--- src/hdl/smst_pkg.sv ---
// smst_pkg: shared widths, codes and the coefficient table of the septic smoothstep evaluator.
// Used by the horner cells, the axis datapath and the top level; depends on nothing.
package smst_pkg;

	localparam int AXES_DEF = 3;          // axes per point
	localparam int S_W     = 17;          // clamped parameter, unsigned 0..65536
	localparam int P_W     = 48;          // horner accumulator, Q32
	localparam int C_W     = 16;          // polynomial coefficient
	localparam int F_W     = 36;          // factor, Q24
	localparam int PT_W    = 32;          // start and end coordinates, Q16.16
	localparam int D_W     = PT_W + 1;    // end minus start
	localparam int OUT_W   = 40;          // result, Q24.16
	localparam int N_STEP  = 8;           // horner steps, one cell each
	localparam int IN_W    = 24;          // s_tdata width
	localparam int PP_W    = 20;          // path_param width
	localparam int ORDER_W = 3;

	localparam logic [S_W-1:0] ONE_Q16    = S_W'(65536);
	localparam logic [S_W-1:0] PEAK_HALF  = S_W'(32768);
	localparam logic [S_W-1:0] PEAK_ORD2  = S_W'(47422);

	localparam logic signed [OUT_W-1:0] OUT_MAX = {1'b0, {(OUT_W-1){1'b1}}};
	localparam logic signed [OUT_W-1:0] OUT_MIN = {1'b1, {(OUT_W-1){1'b0}}};

	localparam logic KIND_EVAL = 1'b0;
	localparam logic KIND_PEAK = 1'b1;

	localparam logic [1:0] ORD_POS  = 2'd0;
	localparam logic [1:0] ORD_VEL  = 2'd1;
	localparam logic [1:0] ORD_ACC  = 2'd2;
	localparam logic [1:0] ORD_JERK = 2'd3;

	typedef struct packed {
		logic       peak;
		logic       bad;
		logic [1:0] ord;
	} ctrl_t;

	// horner coefficients, highest degree at step 0
	function automatic logic signed [C_W-1:0] poly_coef(input logic [1:0] ord,
		input logic [2:0] step);
		logic signed [C_W-1:0] c;
		c = '0;
		case ({ord, step})
			{ORD_POS, 3'd0}:  c = -16'sd20;
			{ORD_POS, 3'd1}:  c = 16'sd70;
			{ORD_POS, 3'd2}:  c = -16'sd84;
			{ORD_POS, 3'd3}:  c = 16'sd35;
			{ORD_VEL, 3'd1}:  c = -16'sd140;
			{ORD_VEL, 3'd2}:  c = 16'sd420;
			{ORD_VEL, 3'd3}:  c = -16'sd420;
			{ORD_VEL, 3'd4}:  c = 16'sd140;
			{ORD_ACC, 3'd2}:  c = -16'sd840;
			{ORD_ACC, 3'd3}:  c = 16'sd2100;
			{ORD_ACC, 3'd4}:  c = -16'sd1680;
			{ORD_ACC, 3'd5}:  c = 16'sd420;
			{ORD_JERK, 3'd3}: c = -16'sd4200;
			{ORD_JERK, 3'd4}: c = 16'sd8400;
			{ORD_JERK, 3'd5}: c = -16'sd5040;
			{ORD_JERK, 3'd6}: c = 16'sd840;
			default:          c = '0;
		endcase
		return c;
	endfunction

endpackage

--- src/hdl/smst_axis.sv ---
// smst_axis: per-axis scaling of the factor by end minus start, rounding, offset and saturation.
// Depends on smst_pkg; four pipeline stages advanced by the top level.
module smst_axis
	import smst_pkg::*;
(
	input  logic                    clk,
	input  logic [3:0]              adv,       // stage enables, lowest first
	input  logic signed [F_W-1:0]   f,
	input  logic signed [PT_W-1:0]  start_pt,
	input  logic signed [PT_W-1:0]  end_pt,
	input  ctrl_t                   ctrl_s10,
	input  ctrl_t                   ctrl_s11,
	output logic signed [OUT_W-1:0] value
);

	localparam int LO_W = 17;
	localparam int HI_W = D_W - LO_W;
	localparam int PR_W = F_W + D_W + 1;
	localparam int V_W  = PR_W - 24 + 1;

	logic signed [D_W-1:0]       d;
	logic signed [F_W+LO_W:0]    lo_s9;
	logic signed [F_W+HI_W-1:0]  hi_s9;
	logic signed [PR_W-1:0]      prod_s10;
	logic signed [PR_W-1:0]      rnd;
	logic signed [V_W-1:0]       v_nxt;
	logic signed [V_W-1:0]       v_s11;
	logic signed [OUT_W-1:0]     sat;
	logic signed [OUT_W-1:0]     o_nxt;
	logic signed [OUT_W-1:0]     o_s12;

	assign d = D_W'(end_pt) - D_W'(start_pt);

	always_comb begin
		rnd   = (prod_s10 + PR_W'(1 << 23)) >>> 24;
		v_nxt = V_W'(rnd);
		if (ctrl_s10.ord == ORD_POS) begin
			v_nxt = v_nxt + V_W'(start_pt);
		end
	end

	always_comb begin
		if (v_s11 > V_W'(OUT_MAX)) begin
			sat = OUT_MAX;
		end else if (v_s11 < V_W'(OUT_MIN)) begin
			sat = OUT_MIN;
		end else begin
			sat = OUT_W'(v_s11);
		end
		o_nxt = sat;
		if (ctrl_s11.peak && sat < 0) begin
			o_nxt = (sat == OUT_MIN) ? OUT_MAX : -sat;
		end
		if (ctrl_s11.bad) begin
			o_nxt = '0;
		end
	end

	always_ff @(posedge clk) begin
		if (adv[0]) begin
			lo_s9 <= f * $signed({1'b0, d[LO_W-1:0]});
			hi_s9 <= f * $signed(d[D_W-1:LO_W]);
		end
		if (adv[1]) begin
			prod_s10 <= (PR_W'(hi_s9) <<< LO_W) + PR_W'(lo_s9);
		end
		if (adv[2]) begin
			v_s11 <= v_nxt;
		end
		if (adv[3]) begin
			o_s12 <= o_nxt;
		end
	end

	assign value = o_s12;

endmodule

--- config.mk ---
export PLATFORM = sky130hd
export DESIGN_NAME = smst_axis
export DESIGN_NICKNAME = d
export VERILOG_FILES = /design/src/hdl/smst_pkg.sv /design/src/hdl/smst_axis.sv
export SDC_FILE = /design/constraint.sdc
export NUM_CORES = 2
export LEC_CHECK = 0
export ABC_AREA = 0
export BUFFER_PORTS_ARGS = -buffer_cell sky130_fd_sc_hd__buf_4
export CORE_MARGIN = 3
export CORE_UTILIZATION = 30
export CTS_BUF_LIST = sky130_fd_sc_hd__clkbuf_4 sky130_fd_sc_hd__clkbuf_8
export CTS_CLUSTER_SIZE = 28
export DETAILED_ROUTE_END_ITERATION = 8
export GPL_TIMING_DRIVEN = 1
export MAX_ROUTING_LAYER = met4
export PLACE_DENSITY = 0.43
export SETUP_SLACK_MARGIN = 0.15
export SLEW_MARGIN = 10
export SYNTH_ARGS = -nofsm -noshare
export SYNTH_HDL_FRONTEND = slang
export SYNTH_SLANG_ARGS = --single-unit
--- constraint.sdc ---
create_clock -name clk -period 15.2 [get_ports clk]
set_input_delay 3.04 -clock clk [delete_from_list [all_inputs] [get_ports clk]]
set_output_delay 3.04 -clock clk [all_outputs]
set_load 0.02 [all_outputs]
==> results.yml <==
critical_path:
  r2r-start: "prod_s10[29]$_DFFE_PP_"
  cp_data_arrival_time_ps: 13140
  start_kind: "input port"
  r2r_slack_ps: 9860
  cp.required_ps: 15520
  rr_endpoint: "v_s11[45]$_DFFE_PP_"
  cp_slowest_cell: "xor2_4"
  cpPeakStageDelay_ps: 600
  r2r_cells: 17
  critPathCaptureType: "flip-flop"
  worstPathMaxFanout: 13
  crit_type: "in2reg"
synth:
  synth.distinct_cells: 92
  synth_edf_count: 223
  ys.warnings.count: 0
  netlist.area_leader.share: 0.403
  synth_area_leader_cell: "fa_1"
  synthArstFlopShare: 0
  synth_area_per_cell_um2: 9.04
  synth-seq-cells: 223
  yosys-top-cells-area: "fa_1 (40%), edfxtp_1 (12%), inv_1 (9.1%)"
  synth-seq-area-share: 0.120
  synth_nets: 7783
  synth-main-ff-cell: "edfxtp_1"
  synth_cells: 6171
  syn-cell-area_mm2: 0.0558
clock_network:
  cts_tree: "built"
  clk_latency_ps: 620
  clk_pin_slew_ps: 60
  htreeDepth: 2
  cts_hold_buffers: 0
  root_buffer: "clkbuf_8"
  cts-resized-gates: 0
  cts_buffers: 38
  clock_sinks: 223
  cts_setup_buffers: 0
  clockBufferDepth: 3
timing:
  setup_ws_ps: 2380
  final_hold_viol_count: 0
  slew_violations: 0
  slew_headroom: 0.362
  period_share: 0.843
  setup_violations: 0
  tns_ps: 0
  fmax_mhz: 78.0
  worst_pin_slew_ps: 956
  period_needed_ps: 12820
  fin_skew_ps: 37.0
  rsz0062_at_grt: "false"
die:
  ios: 153
  die_h_um: 437
  start_util: 0.303
  core_region_area_mm2: 0.184
  core.rowCount: 157
  die_w_um: 437
  dieArea_mm2: 0.191
detailed_routing:
  drtAntennaViolNets: 0
  viasPerCell: 4.70
  avgRoutedWirePerCell_um: 19.0
  drc_errors: 0
  first_pass_iters: 5
  wl_um: 165000
  drt_iter0_drc: 2088
  num_vias: 40600
hold_path:
  worstHoldStart: "hi_s9[50]$_DFFE_PP_"
  whs_endpoint: "prod_s10[67]$_DFFE_PP_"
  hp-class: "reg2reg"
  hold_path_depth: 2
global_routing:
  grt_pass1_vias: 43800
  antenna_found_initial: 16
  grt_max_degree: 78
  grt_remaining_overflow: 0
  grt_pass1_wl_um: 262000
  grt.total_usage: 0.181
cells_and_area:
  layout.nets: 7772
  final_common_cell: "inv_1"
  layout_common_cells: "inv_1 (1351), fa_1 (1123), nand2_1 (839), and2_1 (385), ha_1 (376)"
  layout-drive-gt1-share: 0.0601
  finish.utilization: 0.330
  fillers: 19300
  area_growth_pct: 8.65
flow_run:
  cap_violations: 0
placed_design:
  dpl.hpwl_um: 128000
  preCtsSetupSlack_ps: 1810
  place.port_buffers: 148
  gp_congestion: 0.836
status:
  outcome: "completed"
kinds of logic after synthesis:
logic type	synth area share
AND/OR/NAND/NOR	0.161
buffers and inverters	0.109
adder cells (fa/ha/maj)	0.487
AO/OA/AOI/OAI	0.0808
XOR/XNOR	0.0410
flip-flops	0.120
multiplexers	0.00110
per-stage QoR:
| step | hold WS, ps | instance area [um2] | cells |
|---|---|---|---|
| 3_3_place_gp | 683 | 59800 | 8584 |
| 4_1_cts | 705 | 60600 | 8652 |
| 5_1_grt | 741 | 60600 | 8653 |
| 3_5_place_dp | 677 | 59800 | 8584 |
| 2_1_floorplan | 617 | 55800 | 6171 |
| 6_report | 699 | 60600 | 8654 |
layout make-up:
class / instances / area [um2] / share of cell area
Clock buffer: 49 / 612 / 0.0101
Multi-Input combinational cell: 4339 / 43300 / 0.715
Inverter: 1351 / 5070 / 0.0837
Sequential cell: 223 / 6700 / 0.110
Clock inverter: 19 / 229 / 0.00378
Antenna cell: 2 / 5.00 / 0.0000826
Timing Repair Buffer: 207 / 1590 / 0.0263
Tap cell: 2464 / 3080 / 0.0509
sequential cells by signal (all words and copies together) (netlist names):
signal,flops
value,40
v_s11,47
prod_s10,47
lo_s9,37
hi_s9,52
worst max-delay path: cells and delay by family:
family / cells / cell delay (ps)
AO/OA/AOI/OAI: 15 / 3900
XOR/XNOR: 2 / 700
adder cells (fa/ha/maj): 8 / 3690
buffers and inverters: 8 / 670
AND/OR/NAND/NOR: 5 / 1050
how the worst max path moves through the flow:
stage                start                   to  slack [ps]  cells past startpoint
2_1_floorplan  start_pt[1]  hi_s9[45]$_DFFE_PP_        3600                     38
3_3_place_gp   start_pt[1]  hi_s9[49]$_DFFE_PP_        1850                     38
3_5_place_dp   start_pt[1]  hi_s9[49]$_DFFE_PP_        1810                     38
4_1_cts        start_pt[1]  hi_s9[49]$_DFFE_PP_        2450                     38
5_1_grt        start_pt[1]  hi_s9[49]$_DFFE_PP_        1830                     38
6_report       start_pt[1]  hi_s9[49]$_DFFE_PP_        2380                     38
Yosys cell counts, types with 17 or more instances:
library cell,count
a21o_1,94
a211oi_1,21
nor3_1,53
nor2b_1,38
nand2_1,839
xor2_1,86
xnor2_1,173
inv_1,1351
clkbuf_1,248
or3_1,18
nand3_1,47
and2_4,26
o21ai_0,139
o21bai_1,25
and3_1,26
nand4_1,40
a21oi_1,273
edfxtp_1,223
ha_1,376
fa_1,1123
o211ai_1,17
and2_1,385
o21a_1,33
nor2_1,233
nand2b_1,91
routing by layer:
metal,global-route usage,vias to the layer above,wire (um)
met5,-,-,0
met2,0.305,699,80700
met3,0.0127,135,5250
met1,0.241,21000,75500
li1,-,18800,-
met4,0.0355,0,3350
Power is left out: the tool's default activity adds up to more than one toggle a clock period on the data nets, which glitch-free logic cannot reach.
